**src/hdl/rtbt_pkg.sv**
```systemverilog
// rtbt_pkg: types and constants shared by the retransmit timer table.
// Depends on nothing; rtbt_cfg_regs, rtbt_mem, rtbt_ctrl and the top use it by scoped names.
`default_nettype none

package rtbt_pkg;

  // timer value: initial interval (20 bits) shifted by up to 15 retries
  localparam int TIME_W  = 36;
  localparam int RETRY_W = 4;
  localparam int CNT_W   = 5;
  // results reported per tick at most
  localparam logic [CNT_W-1:0] MAX_RESULTS = 5'd16;

  typedef enum logic [1:0] {
    OP_TICK   = 2'd0,
    OP_ARM    = 2'd1,
    OP_ACK    = 2'd2,
    OP_DISARM = 2'd3
  } op_t;

  typedef enum logic [2:0] {
    ACT_NONE       = 3'd0,
    ACT_ARMED      = 3'd1,
    ACT_WAKE       = 3'd2,
    ACT_DISARM_ERR = 3'd3,
    ACT_RETRANSMIT = 3'd4,
    ACT_ABORT      = 3'd5
  } act_t;

  typedef enum logic [1:0] {
    CFG_INITIAL_INTERVAL = 2'd0,
    CFG_SCAN_STEP        = 2'd1,
    CFG_MAX_RETRIES      = 2'd2
  } cfg_idx_t;

  typedef enum logic [1:0] {
    ST_IDLE,
    ST_CTRL,
    ST_SCAN,
    ST_FLUSH
  } state_t;

  typedef struct packed {
    logic [19:0]        initial_interval;
    logic [19:0]        scan_step;
    logic [RETRY_W-1:0] max_retries;
  } cfg_t;

  typedef struct packed {
    logic               en;
    logic [TIME_W-1:0]  tl;
    logic [RETRY_W-1:0] rt;
  } entry_t;

  typedef struct packed {
    logic [3:0]         conn_out;
    act_t               action;
    logic [RETRY_W-1:0] retry_count;
    logic               last;
  } result_t;

endpackage

`default_nettype wire

```
**src/hdl/rtbt_in_if.sv**
```systemverilog
// rtbt_in_if: command word channel (valid/ready) into the timer table.
// No dependencies.
`default_nettype none

interface rtbt_in_if;
  logic       valid;
  logic       ready;
  logic [1:0] operation;
  logic [3:0] conn;
  logic       send_buffer_empty;

  modport source (output valid, operation, conn, send_buffer_empty, input ready);
  modport sink   (input valid, operation, conn, send_buffer_empty, output ready);
endinterface

`default_nettype wire

```
**src/hdl/rtbt_out_if.sv**
```systemverilog
// rtbt_out_if: result word channel (valid/ready) out of the timer table.
// No dependencies.
`default_nettype none

interface rtbt_out_if;
  logic       valid;
  logic       ready;
  logic [3:0] conn_out;
  logic [2:0] action;
  logic [3:0] retry_count;
  logic       last;

  modport source (output valid, conn_out, action, retry_count, last, input ready);
  modport sink   (input valid, conn_out, action, retry_count, last, output ready);
endinterface

`default_nettype wire

```
**src/hdl/rtbt_cfg_regs.sv**
```systemverilog
// rtbt_cfg_regs: configuration registers of the timer table.
// Depends on rtbt_pkg.
`default_nettype none

module rtbt_cfg_regs (
  input  wire logic          clk,
  input  wire logic          rst_n,
  input  wire logic          cfg_we,
  input  wire logic [1:0]    cfg_index,
  input  wire logic [19:0]   cfg_data,
  output rtbt_pkg::cfg_t     cfg
);

  rtbt_pkg::cfg_t cfg_r;

  always_ff @(posedge clk) begin
    if (!rst_n) begin
      cfg_r.initial_interval <= 20'd200000;
      cfg_r.scan_step        <= 20'd100000;
      cfg_r.max_retries      <= 4'd3;
    end else if (cfg_we) begin
      case (rtbt_pkg::cfg_idx_t'(cfg_index))
        rtbt_pkg::CFG_INITIAL_INTERVAL: cfg_r.initial_interval <= cfg_data;
        rtbt_pkg::CFG_SCAN_STEP:        cfg_r.scan_step        <= cfg_data;
        rtbt_pkg::CFG_MAX_RETRIES:      cfg_r.max_retries      <= cfg_data[3:0];
        default: ;  // unmapped index: ignored
      endcase
    end
  end

  assign cfg = cfg_r;

endmodule

`default_nettype wire

```
**src/hdl/rtbt_mem.sv**
```systemverilog
// rtbt_mem: per-connection timer entries, one write and one registered read port.
// Per-entry valid bits make never-written entries read as zero. Depends on rtbt_pkg.
`default_nettype none

module rtbt_mem #(
  parameter int NUM_CONN = 16,
  parameter int AW       = 4
) (
  input  wire logic            clk,
  input  wire logic            rst_n,
  input  wire logic [AW-1:0]   raddr,
  output rtbt_pkg::entry_t     rdata,
  input  wire logic            we,
  input  wire logic [AW-1:0]   waddr,
  input  wire rtbt_pkg::entry_t wdata
);

  rtbt_pkg::entry_t mem [NUM_CONN];
  logic [NUM_CONN-1:0] vld_r;
  rtbt_pkg::entry_t    rdata_r;
  logic                rvld_r;

  always_ff @(posedge clk) begin
    if (we) begin
      mem[waddr] <= wdata;
    end
    rdata_r <= mem[raddr];
  end

  always_ff @(posedge clk) begin
    if (!rst_n) begin
      vld_r  <= '0;
      rvld_r <= 1'b0;
    end else begin
      if (we) begin
        vld_r[waddr] <= 1'b1;
      end
      rvld_r <= vld_r[raddr];
    end
  end

  assign rdata = rvld_r ? rdata_r : '0;

endmodule

`default_nettype wire

```
**src/hdl/rtbt_ctrl.sv**
```systemverilog
// rtbt_ctrl: sequencer for the timer table: read-modify-write of one entry per
// control word, a scan over all entries per tick, and the output register.
// Depends on rtbt_pkg, rtbt_in_if, rtbt_out_if.
`default_nettype none

module rtbt_ctrl #(
  parameter int NUM_CONN = 16,
  parameter int AW       = 4
) (
  input  wire logic          clk,
  input  wire logic          rst_n,
  rtbt_in_if.sink            in_s,
  rtbt_out_if.source         out_s,
  input  wire rtbt_pkg::cfg_t   cfg,
  output logic [AW-1:0]      raddr,
  input  wire rtbt_pkg::entry_t rdata,
  output logic               we,
  output logic [AW-1:0]      waddr,
  output rtbt_pkg::entry_t   wdata
);

  localparam logic [AW-1:0] LAST_IDX = AW'(NUM_CONN - 1);

  rtbt_pkg::state_t state_r, state_nxt;

  logic [AW-1:0]               idx_r, idx_nxt;
  rtbt_pkg::op_t               op_r, op_nxt;
  logic [3:0]                  conn_r, conn_nxt;
  logic                        sbe_r, sbe_nxt;
  logic                        inr_r, inr_nxt;
  logic [rtbt_pkg::CNT_W-1:0]  cnt_r, cnt_nxt;
  logic                        pend_vld_r, pend_vld_nxt;
  rtbt_pkg::result_t           pend_r, pend_nxt;
  logic                        out_vld_r, out_vld_nxt;
  rtbt_pkg::result_t           out_r, out_nxt;

  logic in_acc, in_rng, out_free;
  logic expire, report, need_push, stall;
  rtbt_pkg::entry_t  scan_e;
  rtbt_pkg::act_t    scan_act;
  rtbt_pkg::entry_t  ctl_e;
  rtbt_pkg::result_t ctl_res;
  logic [rtbt_pkg::RETRY_W-1:0] rt_inc;

  assign in_acc   = in_s.valid && in_s.ready;
  assign in_rng   = 32'(in_s.conn) < 32'(NUM_CONN);
  assign out_free = !out_vld_r || out_s.ready;

  // tick datapath on the entry under idx_r
  always_comb begin
    rt_inc   = rdata.rt + 4'd1;
    expire   = rdata.en && (rdata.tl <= rtbt_pkg::TIME_W'(cfg.scan_step));
    scan_e   = rdata;
    scan_act = rtbt_pkg::ACT_RETRANSMIT;
    if (!expire) begin
      scan_e.tl = rdata.tl - rtbt_pkg::TIME_W'(cfg.scan_step);
    end else if (rdata.rt >= cfg.max_retries) begin
      scan_e.en = 1'b0;
      scan_e.tl = '0;
      scan_act  = rtbt_pkg::ACT_ABORT;
    end else begin
      scan_e.rt = rt_inc;
      scan_e.tl = rtbt_pkg::TIME_W'(cfg.initial_interval) << rt_inc;
    end
    report    = expire && (cnt_r < rtbt_pkg::MAX_RESULTS);
    need_push = report && pend_vld_r;
    stall     = need_push && !out_free;
  end

  // control word datapath on the entry under idx_r
  always_comb begin
    ctl_e   = rdata;
    ctl_res = '{conn_out: conn_r, action: rtbt_pkg::ACT_NONE,
                retry_count: rdata.rt, last: 1'b1};
    case (op_r)
      rtbt_pkg::OP_ARM: begin
        if (!rdata.en) begin
          ctl_e.en = 1'b1;
          ctl_e.rt = '0;
        end
        ctl_e.tl            = rtbt_pkg::TIME_W'(cfg.initial_interval);
        ctl_res.action      = rtbt_pkg::ACT_ARMED;
        ctl_res.retry_count = ctl_e.rt;
      end
      rtbt_pkg::OP_ACK: begin
        if (sbe_r && rdata.en) begin
          ctl_e.en       = 1'b0;
          ctl_res.action = rtbt_pkg::ACT_WAKE;
        end
      end
      rtbt_pkg::OP_DISARM: begin
        ctl_e.en       = 1'b0;
        ctl_res.action = rdata.en ? rtbt_pkg::ACT_WAKE : rtbt_pkg::ACT_DISARM_ERR;
      end
      default: ;
    endcase
    if (!inr_r) begin
      ctl_res.retry_count = '0;
      ctl_res.action      = rtbt_pkg::ACT_NONE;
    end
  end

  // next state
  always_comb begin
    state_nxt = state_r;
    case (state_r)
      rtbt_pkg::ST_IDLE: begin
        if (in_acc) begin
          state_nxt = (rtbt_pkg::op_t'(in_s.operation) == rtbt_pkg::OP_TICK) ?
                      rtbt_pkg::ST_SCAN : rtbt_pkg::ST_CTRL;
        end
      end
      rtbt_pkg::ST_CTRL: begin
        if (out_free) state_nxt = rtbt_pkg::ST_IDLE;
      end
      rtbt_pkg::ST_SCAN: begin
        if (!stall && idx_r == LAST_IDX) state_nxt = rtbt_pkg::ST_FLUSH;
      end
      rtbt_pkg::ST_FLUSH: begin
        if (!pend_vld_r || out_free) state_nxt = rtbt_pkg::ST_IDLE;
      end
      default: state_nxt = rtbt_pkg::ST_IDLE;
    endcase
  end

  // outputs and register updates
  always_comb begin
    in_s.ready   = (state_r == rtbt_pkg::ST_IDLE);
    idx_nxt      = idx_r;
    op_nxt       = op_r;
    conn_nxt     = conn_r;
    sbe_nxt      = sbe_r;
    inr_nxt      = inr_r;
    cnt_nxt      = cnt_r;
    pend_vld_nxt = pend_vld_r;
    pend_nxt     = pend_r;
    out_vld_nxt  = out_s.ready ? 1'b0 : out_vld_r;
    out_nxt      = out_r;
    raddr        = idx_r;
    we           = 1'b0;
    waddr        = idx_r;
    wdata        = scan_e;
    case (state_r)
      rtbt_pkg::ST_IDLE: begin
        if (in_acc) begin
          op_nxt   = rtbt_pkg::op_t'(in_s.operation);
          conn_nxt = in_s.conn;
          sbe_nxt  = in_s.send_buffer_empty;
          inr_nxt  = in_rng;
          cnt_nxt  = '0;
          if (rtbt_pkg::op_t'(in_s.operation) == rtbt_pkg::OP_TICK || !in_rng) begin
            idx_nxt = '0;
          end else begin
            idx_nxt = AW'(in_s.conn);
          end
          raddr = idx_nxt;
        end
      end
      rtbt_pkg::ST_CTRL: begin
        if (out_free) begin
          we          = inr_r;
          wdata       = ctl_e;
          out_vld_nxt = 1'b1;
          out_nxt     = ctl_res;
        end
      end
      rtbt_pkg::ST_SCAN: begin
        if (!stall) begin
          we = rdata.en;
          if (need_push) begin
            out_vld_nxt = 1'b1;
            out_nxt     = pend_r;
          end
          if (report) begin
            pend_vld_nxt = 1'b1;
            pend_nxt     = '{conn_out: 4'(idx_r), action: scan_act,
                             retry_count: scan_e.rt, last: 1'b0};
            cnt_nxt      = cnt_r + rtbt_pkg::CNT_W'(1);
          end
          if (idx_r != LAST_IDX) begin
            idx_nxt = idx_r + AW'(1);
            raddr   = idx_nxt;
          end
        end
      end
      rtbt_pkg::ST_FLUSH: begin
        if (pend_vld_r && out_free) begin
          out_vld_nxt  = 1'b1;
          out_nxt      = pend_r;
          out_nxt.last = 1'b1;
          pend_vld_nxt = 1'b0;
        end
      end
      default: ;
    endcase
  end

  always_ff @(posedge clk) begin
    if (!rst_n) begin
      state_r    <= rtbt_pkg::ST_IDLE;
      pend_vld_r <= 1'b0;
      out_vld_r  <= 1'b0;
      cnt_r      <= '0;
      idx_r      <= '0;
    end else begin
      state_r    <= state_nxt;
      pend_vld_r <= pend_vld_nxt;
      out_vld_r  <= out_vld_nxt;
      cnt_r      <= cnt_nxt;
      idx_r      <= idx_nxt;
    end
  end

  always_ff @(posedge clk) begin
    op_r   <= op_nxt;
    conn_r <= conn_nxt;
    sbe_r  <= sbe_nxt;
    inr_r  <= inr_nxt;
    pend_r <= pend_nxt;
    out_r  <= out_nxt;
  end

  assign out_s.valid       = out_vld_r;
  assign out_s.conn_out    = out_r.conn_out;
  assign out_s.action      = out_r.action;
  assign out_s.retry_count = out_r.retry_count;
  assign out_s.last        = out_r.last;

endmodule

`default_nettype wire

```
**src/hdl/retransmit_timer_backoff_table.sv**
```systemverilog
// Retransmission timer table with exponential backoff, one timer per connection.
// Input channel in_s (valid/ready): one command word = operation, conn,
//   send_buffer_empty. Operations: tick, arm, ack update, disarm.
// Output channel out_s (valid/ready): result words conn_out, action,
//   retry_count, last. Arm, ack update and disarm give exactly one word; a tick
//   gives one word per expired timer in ascending connection order (at most 16,
//   last set on the final one) and no word when nothing expires.
// Config port cfg_we/cfg_index/cfg_data: 0 initial_interval, 1 scan_step,
//   2 max_retries; write only while the block is idle.
// Timing: a control word is accepted, then the entry memory is read-modify-written
//   once the output register is free, and its result is valid the cycle after. In a
//   tick the scan reads the next entry and writes back the current enabled one each
//   cycle unless stalled, through the memory's separate read and write ports,
//   then the held final result is sent.
// A stalled receiver holds the output register; the sequencer waits only when it
//   has a new word to place there, so one word of slack is always absorbed.
// Reset (rst_n, synchronous) restores register defaults and marks every entry
//   as unwritten, so all timers read as disabled with zero retries at once.
`default_nettype none

module retransmit_timer_backoff_table #(
  parameter int NUM_CONN = 16
) (
  input  wire logic        clk,
  input  wire logic        rst_n,
  rtbt_in_if.sink          in_s,
  rtbt_out_if.source       out_s,
  input  wire logic        cfg_we,
  input  wire logic [1:0]  cfg_index,
  input  wire logic [19:0] cfg_data
);

  // address width into the entry memory; at least one bit
  localparam int AW = (NUM_CONN > 1) ? $clog2(NUM_CONN) : 1;

  rtbt_pkg::cfg_t   cfg;
  rtbt_pkg::entry_t rdata;
  rtbt_pkg::entry_t wdata;
  logic [AW-1:0]    raddr;
  logic [AW-1:0]    waddr;
  logic             we;

  rtbt_cfg_regs u_cfg (
    .clk       (clk),
    .rst_n     (rst_n),
    .cfg_we    (cfg_we),
    .cfg_index (cfg_index),
    .cfg_data  (cfg_data),
    .cfg       (cfg)
  );

  // entry store: enable, remaining time, retry count
  rtbt_mem #(.NUM_CONN(NUM_CONN), .AW(AW)) u_mem (
    .clk   (clk),
    .rst_n (rst_n),
    .raddr (raddr),
    .rdata (rdata),
    .we    (we),
    .waddr (waddr),
    .wdata (wdata)
  );

  // sequencer, update datapath and output register
  rtbt_ctrl #(.NUM_CONN(NUM_CONN), .AW(AW)) u_ctrl (
    .clk   (clk),
    .rst_n (rst_n),
    .in_s  (in_s),
    .out_s (out_s),
    .cfg   (cfg),
    .raddr (raddr),
    .rdata (rdata),
    .we    (we),
    .waddr (waddr),
    .wdata (wdata)
  );

endmodule

`default_nettype wire
```
**src/flat_wrapper.sv**
```systemverilog
// flat-port wrapper written by rule: the top's interface ports become plain ports
module retransmit_timer_backoff_table_flat 
#(
  parameter int NUM_CONN = 16
)
  (clk, rst_n, cfg_we, cfg_index, cfg_data, in_s_valid, in_s_operation, in_s_conn, in_s_send_buffer_empty, in_s_ready, out_s_valid, out_s_conn_out, out_s_action, out_s_retry_count, out_s_last, out_s_ready);
  rtbt_in_if in_s_i ();
  rtbt_out_if out_s_i ();
  input  wire logic clk;
  input  wire logic rst_n;
  input  wire logic cfg_we;
  input  wire logic [1:0] cfg_index;
  input  wire logic [19:0] cfg_data;
  input wire logic [$bits(in_s_i.valid)-1:0] in_s_valid;
  input wire logic [$bits(in_s_i.operation)-1:0] in_s_operation;
  input wire logic [$bits(in_s_i.conn)-1:0] in_s_conn;
  input wire logic [$bits(in_s_i.send_buffer_empty)-1:0] in_s_send_buffer_empty;
  output wire logic [$bits(in_s_i.ready)-1:0] in_s_ready;
  output wire logic [$bits(out_s_i.valid)-1:0] out_s_valid;
  output wire logic [$bits(out_s_i.conn_out)-1:0] out_s_conn_out;
  output wire logic [$bits(out_s_i.action)-1:0] out_s_action;
  output wire logic [$bits(out_s_i.retry_count)-1:0] out_s_retry_count;
  output wire logic [$bits(out_s_i.last)-1:0] out_s_last;
  input wire logic [$bits(out_s_i.ready)-1:0] out_s_ready;
  assign in_s_i.valid = in_s_valid;
  assign in_s_i.operation = in_s_operation;
  assign in_s_i.conn = in_s_conn;
  assign in_s_i.send_buffer_empty = in_s_send_buffer_empty;
  assign in_s_ready = in_s_i.ready;
  assign out_s_valid = out_s_i.valid;
  assign out_s_conn_out = out_s_i.conn_out;
  assign out_s_action = out_s_i.action;
  assign out_s_retry_count = out_s_i.retry_count;
  assign out_s_last = out_s_i.last;
  assign out_s_i.ready = out_s_ready;
  retransmit_timer_backoff_table #(.NUM_CONN(NUM_CONN)) u_core (.clk(clk), .rst_n(rst_n), .in_s(in_s_i), .out_s(out_s_i), .cfg_we(cfg_we), .cfg_index(cfg_index), .cfg_data(cfg_data));
endmodule
```
**config.mk**
```make
export PLATFORM = sky130hd
export DESIGN_NAME = retransmit_timer_backoff_table_flat
export DESIGN_NICKNAME = d
export VERILOG_FILES = /design/src/hdl/rtbt_pkg.sv /design/src/hdl/rtbt_in_if.sv /design/src/hdl/rtbt_out_if.sv /design/src/hdl/rtbt_cfg_regs.sv /design/src/hdl/rtbt_mem.sv /design/src/hdl/rtbt_ctrl.sv /design/src/hdl/retransmit_timer_backoff_table.sv /design/src/flat_wrapper.sv
export SDC_FILE = /design/constraint.sdc
export NUM_CORES = 1
export LEC_CHECK = 0
export ABC_CLOCK_PERIOD_IN_PS = 10100
export BUFFER_PORTS_ARGS = -buffer_cell sky130_fd_sc_hd__buf_2
export CAP_MARGIN = 20
export CORE_UTILIZATION = 35
export CTS_BUF_LIST = sky130_fd_sc_hd__clkbuf_2
export CTS_CLUSTER_DIAMETER = 60
export DETAILED_ROUTE_END_ITERATION = 6
export PLACE_DENSITY = 0.53
export SKIP_CTS_REPAIR_TIMING = 1
export SLEW_MARGIN = 5
export SYNTH_ARGS = -nofsm -noshare
export SYNTH_HDL_FRONTEND = slang
export SYNTH_SLANG_ARGS = --single-unit
export TNS_END_PERCENT = 1
```
**constraint.sdc**
```tcl
create_clock -name clk -period 10.1 [get_ports clk]
set_clock_uncertainty 0.2 [all_clocks]
set_input_delay 1.01 -clock clk [delete_from_list [all_inputs] [get_ports clk]]
set_output_delay 1.01 -clock clk [all_outputs]
set_load 0.02 [all_outputs]
```
# Word-level counts from Yosys, hierarchy flattened
# Memory sizes are Yosys's and may differ from the RTL's. A register that Yosys moved wholly into a read port is not among the register bits.
# Cells that the tools add are included.
# op_classes
n_addsub,4
order_cmp,6
eq_ne,18
n_shift,1
mux,57
n_bitwise,2
reduce_logical,30
# ops
op,n
two-way mux 41 bit,3
two-way mux 36 bit,2
two-way mux 12 bit,4
two-way mux 40 bit,1
<= comparator 36 x 20 -> 1 bit,1
case mux 12 bit (3 select lines),1
<< shifter 20 x 4 -> 36 bit,1
subtractor 36 x 20 -> 36 bit,1
two-way mux 4 bit,8
two-way mux 1 bit,19
bitwise OR 16 bit,1
two-way mux 5 bit,3
"inequality test 2 bit, second input constant",7
two-way mux 2 bit,6
AND reduction 4 bit,3
"equality test 2 bit, second input constant",5
"< comparator 4 x 5 -> 1 bit, second input constant",2
case mux 5 bit (2 select lines),1
logical AND 1 bit,9
case mux 3 bit (3 select lines),1
"adder 4 x 1 -> 4 bit, second input constant",2
case mux 2 bit (4 select lines),1
case mux 4 bit (2 select lines),1
AND reduction 2 bit,4
20 further kinds,31
# totals
register_bits,104
ramBits,656
inputBits,34
out_inout_bits,14
word_cells,139
memories,1
# memory_table
memory,depth,word_bits,read_ports,rd_clocked_by_memory_dff,write_ports,line,source
u_core.u_mem.mem,16,41,1,1,1,rtbt_mem.sv:18,rtbt_pkg::entry_t mem [NUM_CONN];

# Logic depth before layout (Yosys ltp)
# logic_depth
word_depth,10
mapped_depth,20
depth_no_buf,14

# Modules after synthesis
# A second synthesis with hierarchy kept.
# unflattened
cells_unflattened,2133
hier_area_um2,33676.0
# by_module_without_submodules
module,n_inst,cells_per_inst,area_per_inst_um2
rtbt_mem,1,1165,26286.5
rtbt_ctrl,1,784,5594.1
rtbt_cfg_regs,1,184,1795.5

# Worst setup path after synthesis
# No wires, ideal clock.
# synth_timing
kind,register to register
from,reg u_core.u_mem.rvld_r
to,"mem u_core.u_mem.mem[0][0] (netlist bit), enable pin"
setup_time_ps,493
arrival_ps,6438
required_ps,9407
path_slack_ps,2969
path_stages_with_launch,16
path_buffers,3
cell_sequence,dfxtp_1 > clkbuf_1 > clkbuf_1 > clkbuf_1 > nand2_1 > ha_1 > fa_1 > nand2b_1 > a21oi_1 > a211oi_1 > o21a_1 > a21o_1 > or3_1 > a21boi_0 > nand2_1 > nor3_1
# synth_via
elab_chain_len,10
# synth_lines
element,line,source
"start, declared",rtbt_mem.sv:21,logic rvld_r;
"start signal, assigned",rtbt_mem.sv:38,rvld_r <= vld_r[raddr];
two-way mux 41 bit *,rtbt_mem.sv:42,assign rdata = rvld_r ? rdata_r : '0;
<= comparator 36 x 20 -> 1 bit,rtbt_ctrl.sv:52,expire = rdata.en && (rdata.tl <= rtbt_pkg::TIME_W'(cfg.scan_step));
logical AND 1 bit,rtbt_ctrl.sv:52,
logical AND 1 bit,rtbt_ctrl.sv:65,report = expire && (cnt_r < rtbt_pkg::MAX_RESULTS);
logical AND 1 bit,rtbt_ctrl.sv:66,need_push = report && pend_vld_r;
logical AND 1 bit,rtbt_ctrl.sv:67,stall = need_push && !out_free;
two-way mux 1 bit *,rtbt_ctrl.sv:168,if (!stall) begin
case mux 1 bit (2 select lines) *,rtbt_ctrl.sv:143,case (state_r)
two-way mux 1 bit *,rtbt_mem.sv:24,if (we) begin
two-way mux 1 bit (not written as such) *,rtbt_mem.sv:25,mem[waddr] <= wdata;
"end, declared",rtbt_mem.sv:18,
# Mark *: on every way between the ends. The rest lies on a longest branch, timed or not.

# Worst setup path after layout
# layout_timing
from,reg u_core.u_mem.rvld_r
to,reg u_core.u_mem.rdata_r[22] (netlist name)
# layout_via
elab_chain_len,8
# layout_lines
element,line
two-way mux 41 bit *,rtbt_mem.sv:42
<= comparator 36 x 20 -> 1 bit,rtbt_ctrl.sv:52
logical AND 1 bit *,rtbt_ctrl.sv:52
logical AND 1 bit *,rtbt_ctrl.sv:65
logical AND 1 bit *,rtbt_ctrl.sv:66
logical AND 1 bit *,rtbt_ctrl.sv:67
two-way mux 4 bit *,rtbt_ctrl.sv:168
case mux 4 bit (2 select lines) *,rtbt_ctrl.sv:143
# Marks and branches as above.
# A chain may end at the register's enable or synchronous reset.

==> out/summary.md <==
The layout has 9355 filler cells. The flow ran to the end, but the final reports show violations. The congestion estimate from routability-driven global placement came to 0.8876. Cell with the largest stage delay on the worst path: sky130_fd_sc_hd__mux2_8. The number of antenna violations at the first check in global routing is 3, and the post-route non-filler standard cell count is 4333. At the worst endpoint, the required time is 11.13 ns. The floorplan step set the die height to 317.4 µm.

The region available for standard cell placement spans 0.09842 mm². The most common cell after layout, fill and taps aside is sky130_fd_sc_hd__edfxtp_1. The area of combinational cells with multiple inputs was 0.01125 mm².

The count of warnings emitted by yosys is 0, and the worst hold path depth is 2. The relative slew slack came out at 0.2156. The run gives 0.3537 as the effective utilization at floorplan. Dividing total power by cell area gives a power density of 216.9 mW/mm².

The number of register bits inferred by synthesis came out at 799. The final core area utilization was 0.3990. Across the VDD grid, the largest voltage drop is 0.1090 mV. The total track usage was 0.1928.

The logs give 22370 for the number of global-route vias before repair and 1892 for the violation count after the first detailed-route iteration. The tools report the terminating pin of the worst hold path as u_core.u_ctrl.conn_r[0]$_DFFE_PP_. The tools report the source of the worst hold timing path as in_s_conn[0].

The largest single stage delay on the critical path is 0.83 ns. Once layout is done, the placed cells without fillers occupy 0.03927 mm². Summing all flip-flop and latch instances after layout gives 0.02284 mm². The row count was 115; the number of slew-limit violations in the final report was 0. For the final routed database, the setup TNS stands at 0 ns.

Setup violations remaining at the end of the flow were counted as 0. The fraction of synthesis flops using an asynchronous set or reset pin is 0, and the DRC violation count after routing is 3. The tools report the total chip power as 8.519 mW.

The root buffer cell is sky130_fd_sc_hd__clkbuf_2. The logs give 22920 for the vias after detailed routing and 0.1007 mm² for the area of the die. The run gives 0 as the number of hold violations in the final report. The worst register-to-register path begins at u_core.u_mem.rvld_r$_SDFF_PN0_. The total of max-cap violations is 0. Register area share after synthesis: 0.6561. The critical path goes through buf_4, nand2_1, ha_1, fa_1, nand2b_1, a21oi_1, a211oi_1, o21a_1, nand2_1, nand2_1, mux2_8, buf_12, mux2i_1, mux2_2, o32ai_2, a221o_1.

Setup repair after global routing left no endpoint under its margin. The slack of the worst reg-to-reg path is 4.24 ns, and the post-detailed-placement half-perimeter wirelength is 55.29 mm. The H-tree was split into 4 levels. The number of input and output port buffers inserted is 47, and the worst reg-to-reg path cell count is 16. The count of mapped cells out of synthesis is 2672, and the synthesis-to-layout area growth is 12.80%. The logs give 3 for the number of buffers on the longest clock path and 0.03481 mm² for the post-synthesis instance area.

The fraction of final layout cells with drive strength greater than 1 is 0.1866, and the number of clock sinks is 799. Derived from the worst setup path, the maximum achievable clock frequency is 0.1706 GHz. The run gives 4.063 ns as the worst slack after detailed placement.

In the post-route analysis, the smallest setup slack over all paths is 4.240 ns. Kind of path behind the tightest hold check: input port to flop. After detailed routing, the average wire length per cell comes to 22.51 µm. The routed via count divided by cell count was 5.290; the arrival time at the worst endpoint was 6.89 ns. The worst hold slack was 0.1734 ns. Final worst-path cycle share: 0.5802.

After clock tree synthesis, the clock-pin slew on the worst setup and hold paths is 0.10 ns. The top cell types in the final layout, fill and taps aside, are sky130_fd_sc_hd__edfxtp_1 (684), sky130_fd_sc_hd__nand2_1 (452), sky130_fd_sc_hd__clkbuf_2 (298). The average instance area after synthesis came out at 13.03 µm². Entering global routing, the biggest net connects 223 pins.

The number of nets in the synthesized netlist is 2742. In the synthesized netlist the dominant register cell turns out to be sky130_fd_sc_hd__edfxtp_1. The analysis attributes to cell leakage a power of 13.51 nW. Once placement completed, the tool counted placed cells totaling 3898.

The final layout contains 2947 nets. The worst setup path is captured at a flop. Clock latency on the worst-skew pair, taken at its later pin, is 1.42 ns. The number of library cell types mapped by synthesis was 72; the instance area after placement was 0.03662 mm². The start-to-end type of the worst setup path is flop to flop. The checks that failed: design-rule violations. In this run the worst path has a maximum fanout of 164.

TritonCTS built the clock tree. The remaining number of nets flagged by the antenna check after routing is 0, and the number of CTS-inserted buffers is 196. The routed wire length is 97.52 mm. Counting flops with a built-in enable in the synthesized netlist gives 684. X dimension of the die: 317.4 µm. STA classifies the critical path startpoint as a flop. The minimum clock period is 5.860 ns, and the transition time at the pin with the least slew margin is 1.177 ns. The tools report the capture instance of the worst register-to-register path as u_core.u_mem.rdata_r[22]$_DFF_P_. In this run the count of I/O pins placed on the die edge is 48.

The first global-routing pass estimated 143.9 mm of wire. Most used cell along the critical path: sky130_fd_sc_hd__nand2_1. The pre-antenna-repair detailed-routing pass consisted of 7 iterations.

Global routing finished with a remaining overflow of 0.
[synthesized netlist by cell type (19+ instances only)]
| cell | count | area, µm² |
|---|---|---|
| sky130_fd_sc_hd__a21boi_0 | 33 | 247.7 |
| sky130_fd_sc_hd__inv_1 | 39 | 146.4 |
| sky130_fd_sc_hd__clkbuf_1 | 117 | 439.2 |
| sky130_fd_sc_hd__o32ai_2 | 39 | 634.4 |
| sky130_fd_sc_hd__and3_1 | 48 | 300.3 |
| sky130_fd_sc_hd__nand2_1 | 453 | 1700 |
| sky130_fd_sc_hd__nor2_1 | 67 | 251.5 |
| sky130_fd_sc_hd__nand3_1 | 31 | 155.2 |
| sky130_fd_sc_hd__dfxtp_1 | 115 | 2302 |
| sky130_fd_sc_hd__a211oi_1 | 137 | 1028 |
| sky130_fd_sc_hd__edfxtp_1 | 684 | 20540 |
| sky130_fd_sc_hd__o21a_1 | 23 | 172.7 |
| sky130_fd_sc_hd__buf_2 | 32 | 160.2 |
| sky130_fd_sc_hd__o21ai_0 | 47 | 235.2 |
| sky130_fd_sc_hd__ha_1 | 35 | 437.9 |
| sky130_fd_sc_hd__and2_1 | 143 | 894.6 |
| sky130_fd_sc_hd__a221o_1 | 42 | 420.4 |
| sky130_fd_sc_hd__nor3_1 | 23 | 115.1 |
| sky130_fd_sc_hd__a21o_1 | 19 | 142.6 |
| sky130_fd_sc_hd__a31oi_1 | 103 | 644.4 |
| sky130_fd_sc_hd__mux2i_1 | 159 | 1592 |
| sky130_fd_sc_hd__mux2_2 | 46 | 518.0 |
| sky130_fd_sc_hd__a21oi_1 | 45 | 225.2 |
[logic make-up after synthesis]
| logic type | Yosys count | share of synthesized area |
|---|---|---|
| XOR/XNOR | 26 | 0.006541 |
| buffers and inverters | 214 | 0.02649 |
| adder cells (fa/ha/maj) | 36 | 0.01315 |
| AO/OA/AOI/OAI | 554 | 0.1239 |
| flip-flops | 799 | 0.6561 |
| AND/OR/NAND/NOR | 837 | 0.1127 |
| multiplexers | 206 | 0.06103 |
[routing by layer]
metal	GRT usage	vias to the layer above	wire length, µm
li1	-	10620	-
met1	0.2647	11470	44810
met2	0.3071	689	45310
met3	0.03445	146	5083
met4	0.06568	0	2318
met5	0	-	0
[sequential cells by signal, summed over array words and instances (netlist names)]
register / count
u_core.u_mem.rdata_r: 41
u_core.u_ctrl.out_s.last: 1
u_core.u_cfg.cfg: 44
u_core.u_ctrl.conn_r: 4
u_core.u_ctrl.state_r: 2
u_core.u_ctrl.pend_vld_r: 1
u_core.u_ctrl.cnt_r: 5
u_core.u_ctrl.out_s.conn_out: 4
u_core.u_mem.mem: 656
u_core.u_mem.rvld_r: 1
u_core.u_ctrl.waddr: 4
u_core.u_ctrl.out_s.retry_count: 4
u_core.u_ctrl.op_r: 2
u_core.u_ctrl.out_s.action: 3
u_core.u_ctrl.sbe_r: 1
u_core.u_mem.vld_r: 16
u_core.u_ctrl.out_s.valid: 1
u_core.u_ctrl.pend_r: 9
[final cells by class]
type | count | area share
flip-flops and latches | 799 | 0.5817
multi-input cells | 1659 | 0.2866
well taps | 1287 | 0.04101
clock buffers | 298 | 0.03798
repair buffers | 181 | 0.03680
clock inverters | 67 | 0.01195
inverters | 40 | 0.003823
diodes | 2 | 0.0001274
[power breakdown]
group | total [mW] | internal [mW] | leakage [nW] | switching, mW
Sequential | 4.21 | 4.06 | 7.10 | 0.148
Combinational | 2.03 | 0.679 | 4.95 | 1.36
Clock | 2.27 | 0.956 | 1.46 | 1.32
Total | 8.52 | 5.70 | 13.5 | 2.82
[how the worst max path moves through the flow]
stage | slack (ns) | from | endpoint | depth (start not counted)
2_1_floorplan | 2.97 | u_core.u_mem.rvld_r$_SDFF_PN0_ | u_core.u_mem.mem[0][0]$_DFFE_PP_ | 15
3_3_place_gp | 4.02 | u_core.u_mem.rvld_r$_SDFF_PN0_ | u_core.u_mem.mem[4][5]$_DFFE_PP_ | 14
3_5_place_dp | 4.06 | u_core.u_mem.rvld_r$_SDFF_PN0_ | u_core.u_mem.mem[15][6]$_DFFE_PP_ | 14
4_1_cts | 4.01 | u_core.u_mem.rvld_r$_SDFF_PN0_ | u_core.u_mem.mem[3][6]$_DFFE_PP_ | 14
5_1_grt | 3.86 | u_core.u_mem.rvld_r$_SDFF_PN0_ | u_core.u_mem.rdata_r[22]$_DFF_P_ | 16
6_report | 4.24 | u_core.u_mem.rvld_r$_SDFF_PN0_ | u_core.u_mem.rdata_r[22]$_DFF_P_ | 16
[worst max-delay path: cells and delay by family, from the launching register on]
kind                     cells  cell delay, ns
buffers and inverters        2            1.18
AO/OA/AOI/OAI                5            1.20
adder cells (fa/ha/maj)      2            0.69
AND/OR/NAND/NOR              4            0.57
multiplexers                 3            1.29
flip-flops                   1            0.32
Note: power is estimated with default switching activity, not from simulation.
